## src/hdl/wphm_pkg.sv

```systemverilog
`default_nettype none
package wphm_pkg;

    // field widths
    localparam int VOLUME_BITS    = 40;
    localparam int TEMP_FRAC_BITS = 8;
    localparam int TEMP_W         = TEMP_FRAC_BITS + 9;
    localparam int ENERGY_W       = 48;
    localparam int HCAP_W         = 24;
    localparam int KIND_W         = 2;
    localparam int STATUS_W       = 3;
    localparam int CFG_IDX_W      = 4;
    localparam int CFG_DATA_W     = 32;

    // physical limits and reset values
    localparam int TEMP_LIMIT_DEG = 300;
    localparam int MAXT_RESET_DEG = 50;
    localparam int HCAP_RESET     = 274399;
    localparam logic [TEMP_W-1:0] TEMP_MAX =
        TEMP_W'((TEMP_LIMIT_DEG << TEMP_FRAC_BITS) - 1);
    localparam logic [TEMP_W-1:0] MAXT_RESET = TEMP_W'(MAXT_RESET_DEG << TEMP_FRAC_BITS);

    // heat arithmetic widths
    localparam int ESHIFT     = TEMP_FRAC_BITS + 8;
    localparam int ES_W       = ENERGY_W + ESHIFT;
    localparam int ACC_BASE_W = VOLUME_BITS + TEMP_W + HCAP_W;
    localparam int WIDE_W     = ((ACC_BASE_W > ES_W) ? ACC_BASE_W : ES_W) + 1;

    // sliced multiplier: 32 x HCAP_W per cycle
    localparam int MUL_SW     = 32;
    localparam int VT_W       = VOLUME_BITS + TEMP_W;
    localparam int MUL_SLICES = (VT_W + MUL_SW - 1) / MUL_SW;
    localparam int MUL_AW     = MUL_SLICES * MUL_SW;
    localparam int PROD_W     = MUL_SW + HCAP_W;
    localparam int SLICE_W    = (MUL_SLICES > 1) ? $clog2(MUL_SLICES) : 1;
    localparam int CNT_MAX    = (TEMP_W > MUL_SLICES) ? TEMP_W : MUL_SLICES;
    localparam int CNT_W      = $clog2(CNT_MAX + 1);

    // operation kinds
    localparam logic [KIND_W-1:0] KIND_MIX   = KIND_W'(0);
    localparam logic [KIND_W-1:0] KIND_DRAIN = KIND_W'(1);
    localparam logic [KIND_W-1:0] KIND_DRAW  = KIND_W'(2);
    localparam logic [KIND_W-1:0] KIND_EVAP  = KIND_W'(3);

    // result status codes
    localparam logic [STATUS_W-1:0] STATUS_OK        = STATUS_W'(0);
    localparam logic [STATUS_W-1:0] STATUS_ABOVE_MAX = STATUS_W'(1);
    localparam logic [STATUS_W-1:0] STATUS_NO_ENERGY = STATUS_W'(2);
    localparam logic [STATUS_W-1:0] STATUS_NO_VOLUME = STATUS_W'(3);
    localparam logic [STATUS_W-1:0] STATUS_CLAMPED   = STATUS_W'(4);

    // configuration register indexes
    localparam logic [CFG_IDX_W-1:0] REG_HEAT_CAP = CFG_IDX_W'(0);
    localparam logic [CFG_IDX_W-1:0] REG_MAX_TEMP = CFG_IDX_W'(1);

    typedef struct packed {
        logic [KIND_W-1:0]      kind;
        logic [VOLUME_BITS-1:0] in_volume;
        logic [TEMP_W-1:0]      in_temp;
        logic [ENERGY_W-1:0]    in_energy;
    } in_item_t;

    typedef struct packed {
        logic [STATUS_W-1:0]    status;
        logic [VOLUME_BITS-1:0] volume_now;
        logic [TEMP_W-1:0]      temp_now;
        logic [VOLUME_BITS-1:0] out_volume;
        logic [TEMP_W-1:0]      out_temp;
    } out_item_t;

    typedef enum logic [3:0] {
        S_IDLE,
        S_DISPATCH,
        S_MUL_VT,
        S_MUL_IN,
        S_COPY,
        S_MUL_HC,
        S_CHECK,
        S_MUL_VC,
        S_LOAD_DIV,
        S_DIV_CHK,
        S_DIV_STEP,
        S_COMMIT
    } state_t;

    typedef enum logic [2:0] {
        OP_NONE,
        OP_LATCH,
        OP_COPY,
        OP_HEAT_NET,
        OP_LOAD_DIV,
        OP_DIV_CHK,
        OP_DIV_STEP,
        OP_COMMIT
    } dp_op_t;

    typedef enum logic [1:0] {
        MA_VOL,
        MA_VIN,
        MA_NUM,
        MA_VNEW
    } mul_a_t;

    typedef enum logic [1:0] {
        MB_TEMP,
        MB_TIN,
        MB_HCAP
    } mul_b_t;

    typedef struct packed {
        dp_op_t               op;
        logic                 mul_issue;
        logic                 mul_sub;
        mul_a_t               mul_a;
        mul_b_t               mul_b;
        logic [SLICE_W-1:0]   mul_slice;
    } dp_cmd_t;

    typedef struct packed {
        logic [KIND_W-1:0] kind;
        logic              vin_zero;
        logic              heat_gt;
        logic              vol_ok;
        logic              out_free;
    } dp_status_t;

endpackage
`default_nettype wire

```

## src/hdl/wphm_datapath.sv

```systemverilog
`default_nettype none
module wphm_datapath (
    input  wire logic                            aclk,
    input  wire logic                            aresetn,
    input  wire wphm_pkg::in_item_t              s_data,
    output wire logic                            m_valid,
    input  wire logic                            m_ready,
    output wire wphm_pkg::out_item_t             m_data,
    input  wire logic                            cfg_valid,
    output wire logic                            cfg_ready,
    input  wire logic [wphm_pkg::CFG_IDX_W-1:0]  cfg_index,
    input  wire logic [wphm_pkg::CFG_DATA_W-1:0] cfg_data,
    input  wire wphm_pkg::dp_cmd_t               cmd,
    output wphm_pkg::dp_status_t                 status
);
    import wphm_pkg::*;

    // parcel state and configuration
    logic [VOLUME_BITS-1:0] vol_reg;
    logic [TEMP_W-1:0]      temp_reg;
    logic [HCAP_W-1:0]      hcap_reg;
    logic [TEMP_W-1:0]      maxt_reg;

    // latched transaction
    logic [KIND_W-1:0]      kind_reg;
    logic [VOLUME_BITS-1:0] vin_reg;
    logic [TEMP_W-1:0]      tin_reg;
    logic [ENERGY_W-1:0]    e_reg;
    logic                   clamp_reg;
    logic                   neg_reg;
    logic                   e_fail_reg;
    logic                   v_fail_reg;

    // multiplier, accumulator and divider
    logic [PROD_W-1:0]      prod_reg;
    logic [SLICE_W-1:0]     prod_sh_reg;
    logic                   prod_vld_reg;
    logic                   prod_sub_reg;
    logic [WIDE_W-1:0]      acc_reg;
    logic [WIDE_W-1:0]      num_reg;
    logic [WIDE_W-1:0]      den_reg;
    logic [TEMP_W-1:0]      q_reg;
    logic                   ovf_reg;

    // result register
    logic                   m_valid_reg;
    out_item_t              m_data_reg;

    logic [VOLUME_BITS-1:0] vnew;
    logic [VOLUME_BITS:0]   vsum;
    logic [WIDE_W-1:0]      es_w;
    logic [WIDE_W-1:0]      acc_term;
    logic [MUL_AW-1:0]      mul_a_full;
    logic [MUL_SW-1:0]      mul_a_slice;
    logic [HCAP_W-1:0]      mul_b_val;
    logic [PROD_W-1:0]      prod_next;
    logic [TEMP_W-1:0]      q_sat;
    logic                   num_ge_den;
    logic                   latch_clamp;
    logic [TEMP_W-1:0]      latch_tin;
    out_item_t              res_next;

    // shared arithmetic terms
    assign vnew       = vol_reg - vin_reg;
    assign vsum       = {1'b0, vol_reg} + {1'b0, vin_reg};
    assign es_w       = WIDE_W'(e_reg) << ESHIFT;
    assign acc_term   = WIDE_W'(prod_reg) << (MUL_SW * prod_sh_reg);
    assign num_ge_den = num_reg >= den_reg;
    assign q_sat      = (ovf_reg || q_reg > TEMP_MAX) ? TEMP_MAX : q_reg;

    // input clamps applied at latch time
    assign latch_tin   = (s_data.in_temp > TEMP_MAX) ? TEMP_MAX : s_data.in_temp;
    assign latch_clamp = (s_data.kind == KIND_DRAIN || s_data.kind == KIND_DRAW)
                         && (s_data.in_volume > vol_reg);

    // multiplier operand selection
    always_comb begin
        unique case (cmd.mul_a)
            MA_VOL:  mul_a_full = MUL_AW'(vol_reg);
            MA_VIN:  mul_a_full = MUL_AW'(vin_reg);
            MA_NUM:  mul_a_full = MUL_AW'(num_reg[VT_W-1:0]);
            MA_VNEW: mul_a_full = MUL_AW'(vnew);
            default: mul_a_full = '0;
        endcase
        unique case (cmd.mul_b)
            MB_TEMP: mul_b_val = HCAP_W'(temp_reg);
            MB_TIN:  mul_b_val = HCAP_W'(tin_reg);
            MB_HCAP: mul_b_val = hcap_reg;
            default: mul_b_val = '0;
        endcase
    end

    assign mul_a_slice = mul_a_full[cmd.mul_slice * MUL_SW +: MUL_SW];
    assign prod_next   = PROD_W'(mul_a_slice) * PROD_W'(mul_b_val);

    // result of the committed operation
    always_comb begin
        res_next            = '0;
        res_next.status     = STATUS_OK;
        res_next.volume_now = vol_reg;
        res_next.temp_now   = temp_reg;
        unique case (kind_reg)
            KIND_MIX: begin
                if (vin_reg != '0) begin
                    res_next.temp_now = q_sat;
                    if (vsum[VOLUME_BITS]) begin
                        res_next.volume_now = '1;
                        res_next.status     = STATUS_CLAMPED;
                    end else begin
                        res_next.volume_now = vsum[VOLUME_BITS-1:0];
                    end
                end
            end
            KIND_DRAIN: begin
                res_next.volume_now = vnew;
                res_next.out_volume = vin_reg;
                res_next.out_temp   = temp_reg;
                res_next.status     = clamp_reg ? STATUS_CLAMPED : STATUS_OK;
            end
            KIND_DRAW: begin
                res_next.volume_now = vnew;
                res_next.temp_now   = (vnew == '0) ? '0 : q_sat;
                res_next.status     = (clamp_reg || neg_reg) ? STATUS_CLAMPED : STATUS_OK;
            end
            KIND_EVAP: begin
                if (e_fail_reg) begin
                    res_next.status = STATUS_NO_ENERGY;
                end else if (v_fail_reg) begin
                    res_next.status = STATUS_NO_VOLUME;
                end else begin
                    res_next.volume_now = vnew;
                    res_next.temp_now   = q_sat;
                    res_next.status     = (q_sat > maxt_reg) ? STATUS_ABOVE_MAX : STATUS_OK;
                end
            end
            default: res_next = '0;
        endcase
    end

    // control state: parcel, configuration, output valid
    always_ff @(posedge aclk) begin
        if (!aresetn) begin
            vol_reg      <= '0;
            temp_reg     <= '0;
            hcap_reg     <= HCAP_W'(HCAP_RESET);
            maxt_reg     <= MAXT_RESET;
            m_valid_reg  <= 1'b0;
            prod_vld_reg <= 1'b0;
        end else begin
            prod_vld_reg <= cmd.mul_issue;
            if (cmd.op == OP_COMMIT) begin
                vol_reg     <= res_next.volume_now;
                temp_reg    <= res_next.temp_now;
                m_valid_reg <= 1'b1;
            end else if (m_ready) begin
                m_valid_reg <= 1'b0;
            end
            if (cfg_valid) begin
                unique case (cfg_index)
                    REG_HEAT_CAP: hcap_reg <= cfg_data[HCAP_W-1:0];
                    REG_MAX_TEMP: maxt_reg <= cfg_data[TEMP_W-1:0];
                    default: ;
                endcase
            end
        end
    end

    // multiplier pipeline register
    always_ff @(posedge aclk) begin
        prod_reg     <= prod_next;
        prod_sh_reg  <= cmd.mul_slice;
        prod_sub_reg <= cmd.mul_sub;
    end

    // accumulator: cleared by some ops, otherwise adds or subtracts slice products
    always_ff @(posedge aclk) begin
        if (cmd.op == OP_LATCH || cmd.op == OP_COPY || cmd.op == OP_HEAT_NET) begin
            acc_reg <= '0;
        end else if (prod_vld_reg) begin
            acc_reg <= prod_sub_reg ? (acc_reg - acc_term) : (acc_reg + acc_term);
        end
    end

    // transaction latch, divider and result register
    always_ff @(posedge aclk) begin
        unique case (cmd.op)
            OP_NONE: ;
            OP_LATCH: begin
                kind_reg  <= s_data.kind;
                vin_reg   <= latch_clamp ? vol_reg : s_data.in_volume;
                clamp_reg <= latch_clamp;
                tin_reg   <= latch_tin;
                e_reg     <= s_data.in_energy;
                neg_reg   <= 1'b0;
            end
            OP_COPY: num_reg <= acc_reg;
            OP_HEAT_NET: begin
                num_reg    <= acc_reg - es_w;
                e_fail_reg <= !(acc_reg > es_w);
                v_fail_reg <= vin_reg >= vol_reg;
            end
            OP_LOAD_DIV: begin
                unique case (kind_reg)
                    KIND_MIX: begin
                        num_reg <= acc_reg;
                        den_reg <= WIDE_W'(vsum);
                    end
                    KIND_DRAW: begin
                        neg_reg <= acc_reg[WIDE_W-1];
                        num_reg <= acc_reg[WIDE_W-1] ? '0 : acc_reg;
                        den_reg <= WIDE_W'(vnew);
                    end
                    KIND_EVAP: den_reg <= acc_reg;
                    default:   den_reg <= '0;
                endcase
            end
            OP_DIV_CHK: begin
                ovf_reg <= num_reg >= (den_reg << TEMP_W);
                den_reg <= den_reg << (TEMP_W - 1);
                q_reg   <= '0;
            end
            OP_DIV_STEP: begin
                if (num_ge_den) begin
                    num_reg <= num_reg - den_reg;
                end
                q_reg   <= {q_reg[TEMP_W-2:0], num_ge_den};
                den_reg <= den_reg >> 1;
            end
            OP_COMMIT: m_data_reg <= res_next;
            default: ;
        endcase
    end

    // status to the controller
    assign status.kind     = kind_reg;
    assign status.vin_zero = (vin_reg == '0);
    assign status.heat_gt  = acc_reg > es_w;
    assign status.vol_ok   = vin_reg < vol_reg;
    assign status.out_free = !m_valid_reg || m_ready;

    assign m_valid   = m_valid_reg;
    assign m_data    = m_data_reg;
    assign cfg_ready = 1'b1;

endmodule
`default_nettype wire

```

## src/hdl/wphm_ctrl.sv

```systemverilog
`default_nettype none
module wphm_ctrl (
    input  wire logic                 aclk,
    input  wire logic                 aresetn,
    input  wire logic                 s_valid,
    output logic                      s_ready,
    input  wire wphm_pkg::dp_status_t status,
    output wphm_pkg::dp_cmd_t         cmd
);
    import wphm_pkg::*;

    state_t           state_reg;
    state_t           state_next;
    logic [CNT_W-1:0] cnt_reg;
    logic [CNT_W-1:0] cnt_next;
    logic             mul_done;
    logic             div_done;

    assign mul_done = (cnt_reg == CNT_W'(MUL_SLICES));
    assign div_done = (cnt_reg == CNT_W'(TEMP_W - 1));

    // state and step counter
    always_ff @(posedge aclk) begin
        if (!aresetn) begin
            state_reg <= S_IDLE;
            cnt_reg   <= '0;
        end else begin
            state_reg <= state_next;
            cnt_reg   <= cnt_next;
        end
    end

    // next state
    always_comb begin
        state_next = state_reg;
        cnt_next   = cnt_reg;
        unique case (state_reg)
            S_IDLE: begin
                if (s_valid) begin
                    state_next = S_DISPATCH;
                end
            end
            S_DISPATCH: begin
                cnt_next = '0;
                unique case (status.kind)
                    KIND_MIX:   state_next = status.vin_zero ? S_COMMIT : S_MUL_VT;
                    KIND_DRAIN: state_next = S_COMMIT;
                    KIND_DRAW:  state_next = S_MUL_VT;
                    KIND_EVAP:  state_next = S_MUL_VT;
                    default:    state_next = S_COMMIT;
                endcase
            end
            S_MUL_VT, S_MUL_IN, S_MUL_HC, S_MUL_VC: begin
                if (mul_done) begin
                    cnt_next = '0;
                    unique case (state_reg)
                        S_MUL_VT: state_next = (status.kind == KIND_EVAP) ? S_COPY : S_MUL_IN;
                        S_MUL_HC: state_next = S_CHECK;
                        default:  state_next = S_LOAD_DIV;
                    endcase
                end else begin
                    cnt_next = cnt_reg + 1'b1;
                end
            end
            S_COPY:     state_next = S_MUL_HC;
            S_CHECK: begin
                state_next = (status.heat_gt && status.vol_ok) ? S_MUL_VC : S_COMMIT;
            end
            S_LOAD_DIV: state_next = S_DIV_CHK;
            S_DIV_CHK: begin
                cnt_next   = '0;
                state_next = S_DIV_STEP;
            end
            S_DIV_STEP: begin
                if (div_done) begin
                    cnt_next   = '0;
                    state_next = S_COMMIT;
                end else begin
                    cnt_next = cnt_reg + 1'b1;
                end
            end
            S_COMMIT: begin
                if (status.out_free) begin
                    state_next = S_IDLE;
                end
            end
            default: state_next = S_IDLE;
        endcase
    end

    // datapath commands
    always_comb begin
        s_ready       = (state_reg == S_IDLE);
        cmd           = '0;
        cmd.op        = OP_NONE;
        cmd.mul_a     = MA_VOL;
        cmd.mul_b     = MB_TEMP;
        cmd.mul_slice = cnt_reg[SLICE_W-1:0];
        unique case (state_reg)
            S_IDLE: begin
                if (s_valid) begin
                    cmd.op = OP_LATCH;
                end
            end
            S_DISPATCH: ;
            S_MUL_VT: begin
                cmd.mul_issue = !mul_done;
                cmd.mul_a     = MA_VOL;
                cmd.mul_b     = MB_TEMP;
            end
            S_MUL_IN: begin
                cmd.mul_issue = !mul_done;
                cmd.mul_sub   = (status.kind == KIND_DRAW);
                cmd.mul_a     = MA_VIN;
                cmd.mul_b     = MB_TIN;
            end
            S_COPY:   cmd.op = OP_COPY;
            S_MUL_HC: begin
                cmd.mul_issue = !mul_done;
                cmd.mul_a     = MA_NUM;
                cmd.mul_b     = MB_HCAP;
            end
            S_CHECK:  cmd.op = OP_HEAT_NET;
            S_MUL_VC: begin
                cmd.mul_issue = !mul_done;
                cmd.mul_a     = MA_VNEW;
                cmd.mul_b     = MB_HCAP;
            end
            S_LOAD_DIV: cmd.op = OP_LOAD_DIV;
            S_DIV_CHK:  cmd.op = OP_DIV_CHK;
            S_DIV_STEP: cmd.op = OP_DIV_STEP;
            S_COMMIT: begin
                if (status.out_free) begin
                    cmd.op = OP_COMMIT;
                end
            end
            default: cmd.op = OP_NONE;
        endcase
    end

endmodule
`default_nettype wire

```

## src/hdl/water_parcel_heat_mixer.sv

```systemverilog
// Water parcel heat mixer: holds one parcel (volume, temperature) and applies
// one operation per input transaction: mix in, discharge by volume, discharge
// of a given parcel, or evaporation.
// Input channel s_valid/s_ready/s_data carries one operation; each accepted
// transaction gives exactly one result on m_valid/m_ready/m_data.
// Configuration channel cfg_valid/cfg_ready/cfg_index/cfg_data writes
// heat_capacity (index 0) and max_temperature (index 1); cfg_ready is always
// high. Write configuration only while no transaction is in flight.
// Discharge by volume and a zero inflow go straight from dispatch to commit;
// mix and discharge of a given parcel form the heat products and divide, and
// evaporation also checks net heat and volume, committing at once on a reject.
// After the result is loaded the engine returns to idle and only then takes
// the next transaction. The work is done by the 17-step restoring divider for
// the new temperature and the 32 x 24 multiplier that forms each heat product
// in two slices followed by a drain step.
// Reset (aresetn low, synchronous) clears the parcel to zero volume and
// temperature and loads the default configuration.
// A stalled receiver holds the result in the output register; the engine
// finishes the next transaction and waits until the register is free.
`default_nettype none
module water_parcel_heat_mixer (
    input  wire logic                            aclk,
    input  wire logic                            aresetn,
    input  wire logic                            s_valid,
    output wire logic                            s_ready,
    input  wire wphm_pkg::in_item_t              s_data,
    output wire logic                            m_valid,
    input  wire logic                            m_ready,
    output wire wphm_pkg::out_item_t             m_data,
    input  wire logic                            cfg_valid,
    output wire logic                            cfg_ready,
    input  wire logic [wphm_pkg::CFG_IDX_W-1:0]  cfg_index,
    input  wire logic [wphm_pkg::CFG_DATA_W-1:0] cfg_data
);
    import wphm_pkg::*;

    dp_cmd_t    cmd;
    dp_status_t status;

    // sequencer
    wphm_ctrl u_ctrl (
        .aclk    (aclk),
        .aresetn (aresetn),
        .s_valid (s_valid),
        .s_ready (s_ready),
        .status  (status),
        .cmd     (cmd)
    );

    // heat arithmetic and parcel state
    wphm_datapath u_datapath (
        .aclk      (aclk),
        .aresetn   (aresetn),
        .s_data    (s_data),
        .m_valid   (m_valid),
        .m_ready   (m_ready),
        .m_data    (m_data),
        .cfg_valid (cfg_valid),
        .cfg_ready (cfg_ready),
        .cfg_index (cfg_index),
        .cfg_data  (cfg_data),
        .cmd       (cmd),
        .status    (status)
    );

endmodule
`default_nettype wire
```

## config.mk

```make
export PLATFORM = sky130hd
export DESIGN_NAME = water_parcel_heat_mixer
export DESIGN_NICKNAME = d
export VERILOG_FILES = /design/src/hdl/wphm_pkg.sv /design/src/hdl/wphm_datapath.sv /design/src/hdl/wphm_ctrl.sv /design/src/hdl/water_parcel_heat_mixer.sv
export SDC_FILE = /design/constraint.sdc
export NUM_CORES = 2
export LEC_CHECK = 0
export BUFFER_PORTS_ARGS = -buffer_cell sky130_fd_sc_hd__clkbuf_2
export CAP_MARGIN = 10
export CELL_PAD_IN_SITES_DETAIL_PLACEMENT = 1
export CELL_PAD_IN_SITES_GLOBAL_PLACEMENT = 1
export CORE_UTILIZATION = 28
export DETAILED_ROUTE_END_ITERATION = 8
export GPL_ROUTABILITY_DRIVEN = 0
export PLACE_DENSITY = 0.57
export SLEW_MARGIN = 20
export SYNTH_ARGS = -nofsm -noshare
export SYNTH_HDL_FRONTEND = slang
export SYNTH_SLANG_ARGS = --single-unit
```

## constraint.sdc

```tcl
create_clock -name aclk -period 15.35 [get_ports aclk]
set_input_delay 3.07 -clock aclk [delete_from_list [all_inputs] [get_ports aclk]]
set_output_delay 3.07 -clock aclk [all_outputs]
set_load 0.005 [all_outputs]
```

==> results.toml <==
[route]
viasPerCell = 5.52
dr.pass1.iters = 9
drc = 10
vias = 69300
wl_um = 350000
drtAntennaViolNets = 0
post_drt_wl_per_cell_um = 27.9
drt_iter0_markers = 6148

[synthesis]
synthArstFlopShare = 0
syn-num-nets = 10300
ys_seq_elements = 659
synth_ff_type = "edfxtp_1"
yosysSeqAreaShare = 0.229
syn_avg_cell_area_um2 = 8.47
ys_types = 100
yosysMostFrequentCell = "nand2_1"
synth_warnings = 0
netlist.area_leader.share = 0.176
synth_area_leader_cell = "fa_1"
synth-edff-count = 410
synthTopCellsByArea = "fa_1, edfxtp_1, ha_1"
synth_common_cells = "nand2_1, inv_1, fa_1"
syn_inst = 8915
syn_area_um2 = 75500

[flow_run]
drv_cap = 0

[sta]
worst_pin_slew_ns = 1.19
setup_viol = 0
finalHoldViolCount = 0
final.period_utilization = 0.817
maxSlewViolCount = 0
finClkSkew_ns = 0.0539
max_freq_ghz = 0.0797
min_period_ns = 12.54
maxSlewHeadroom = 0.202
setup-tns-final_ns = 0
rsz0062_at_grt = "false"

[final_layout]
largest_reg_flops = 117
final_nets = 10300
fillerInstances = 31500
multi_input_area_um2 = 52400
layout-drive-gt1-share = 0.0826
register_area_um2 = 17300
area_growth_pct = 11.0
design_area_um2 = 83800

[setup_path]
cpMaxStageDelayCell = "o21ai_2"
max_stage_delay_ns = 0.70
crit_fanout = 12
path_buf_inv = 4
critPathTopFamily = "compound AO/OA/AOI/OAI gates"
crit_arrival_ns = 13.18
path_common_cell = "fa_1"
startpoint_type = "flip-flop"
critPathRequiredTime_ns = 15.99
endpoint_kind = "flip-flop"
crit_type = "reg -> reg"

[grt]
grt_start_max_net_pins = 88
grt_usage = 0.252
antenna_found_initial = 21
overflow = 0
grt_pass1_vias = 71600
grt_pass1_wl_um = 504000

[clock_network]
cts_resized = 0
clockBufferDepth = 3
cts_hold_buf = 0
h-tree-depth = 3
insertion_delay_ns = 0.74
cts_setup_buffers = 0
cts_tree = "yes"
cts.sinks = 659
cts_buffers = 81
clk_pin_slew_ns = 0.07
root_buffer = "clkbuf_16"

[die]
dieWidth_um = 521
initial_core_util = 0.282
rows = 190
die_h_um = 521
io_pins = 268
dieArea_um2 = 272000
coreArea_um2 = 268000

[worst_hold_path]
hold_path_class = "reg -> reg"

[placed_design]
dp_hpwl_um = 276000
io_buffers = 258
dpl_cell_area_um2 = 80900

[run_status]
outcome = "finished, violations left"
violations = "DRC"

[power]
leakagePower_nw = 37.0
peakVddDrop_v = 0.000137
p_per_area_nw_per_um2 = 172
power_mw = 14.4
==> layer usage <==
layer  vias up  wire length [um]  global-route usage
li1      30500                 -                   -
met1     35600            148000               0.327
met2      2423            158000               0.404
met3       636             21600              0.0343
met4         8             22100               0.139
met5         -                50                   0
==> cell families after synthesis <==
logic type / synth area share
other: 0.0000497
XOR/XNOR: 0.0435
multiplexers: 0.0215
AO/OA/AOI/OAI: 0.182
buffers and inverters: 0.0810
flip-flops: 0.229
AND/OR/NAND/NOR: 0.168
adder cells (fa/ha/maj): 0.275
==> cell type report <==
| cell class | count | area share |
|---|---|---|
| Tap cell | 3552 | 0.0530 |
| Multi-Input combinational cell | 6640 | 0.625 |
| Antenna cell | 7 | 0.000209 |
| Timing Repair Buffer | 425 | 0.0308 |
| Sequential cell | 659 | 0.207 |
| Inverter | 1124 | 0.0504 |
| Clock buffer | 97 | 0.0265 |
| Clock inverter | 51 | 0.00742 |
==> per-stage QoR <==
stage                     hold slack (ns)  utilization  instances  setup slack [ns]
after floorplan                     0.354            -       8915              3.40
after global placement              0.443        0.302      12400              3.01
after detailed placement            0.450        0.302      12400              2.93
after CTS                           0.459        0.313      12500              2.89
after global routing                0.476        0.313      12500              2.38
final                               0.458        0.313      12600              2.81
==> final timing paths <==
kind	depth (start not counted)	from	slack (ns)	to
setup reg to reg	36	u_datapath.vin_reg[0]	2.81	u_datapath.prod_reg[55]
hold / removal	2	u_datapath.maxt_reg[10]	0.46	u_datapath.maxt_reg[10]
hold reg to reg	2	u_datapath.maxt_reg[10]	0.46	u_datapath.maxt_reg[10]
setup / recovery	36	u_datapath.vin_reg[0]	2.81	u_datapath.prod_reg[55]
==> worst register-to-register path, delay by kind of cell (launching register included) <==
kind	cells	cell delay [ns]
adder cells (fa/ha/maj)	10	4.68
AND/OR/NAND/NOR	4	0.87
multiplexers	1	0.24
XOR/XNOR	2	0.61
buffers and inverters	4	0.67
flip-flops	1	0.63
AO/OA/AOI/OAI	15	4.73
==> cells in the final DEF, fill, tap and decap left out, drive strengths merged, types with 78 or more instances in the layout <==
master,synthesis,layout
fa,663,663
a31oi,79,79
buf,62,165
xor2,142,142
ha,599,599
dfxtp,249,249
nor2,610,610
nor3,129,129
nand4,138,138
mux2i,98,98
o21ai,397,397
nand2,1154,1154
a22oi,78,78
and2,218,218
nand3,107,107
xnor2,233,233
a21o,281,281
clkbuf,430,357
edfxtp,410,410
a21oi,609,609
inv,1118,1133
==> power by group <==
| part | internal [mW] | total, mW | switching (mW) |
|---|---|---|---|
| combinational | 3.07 | 9.42 | 6.35 |
| sequential | 2.27 | 2.84 | 0.560 |
| clock | 1.23 | 2.14 | 0.906 |
Power figures use the tool's default switching activity.
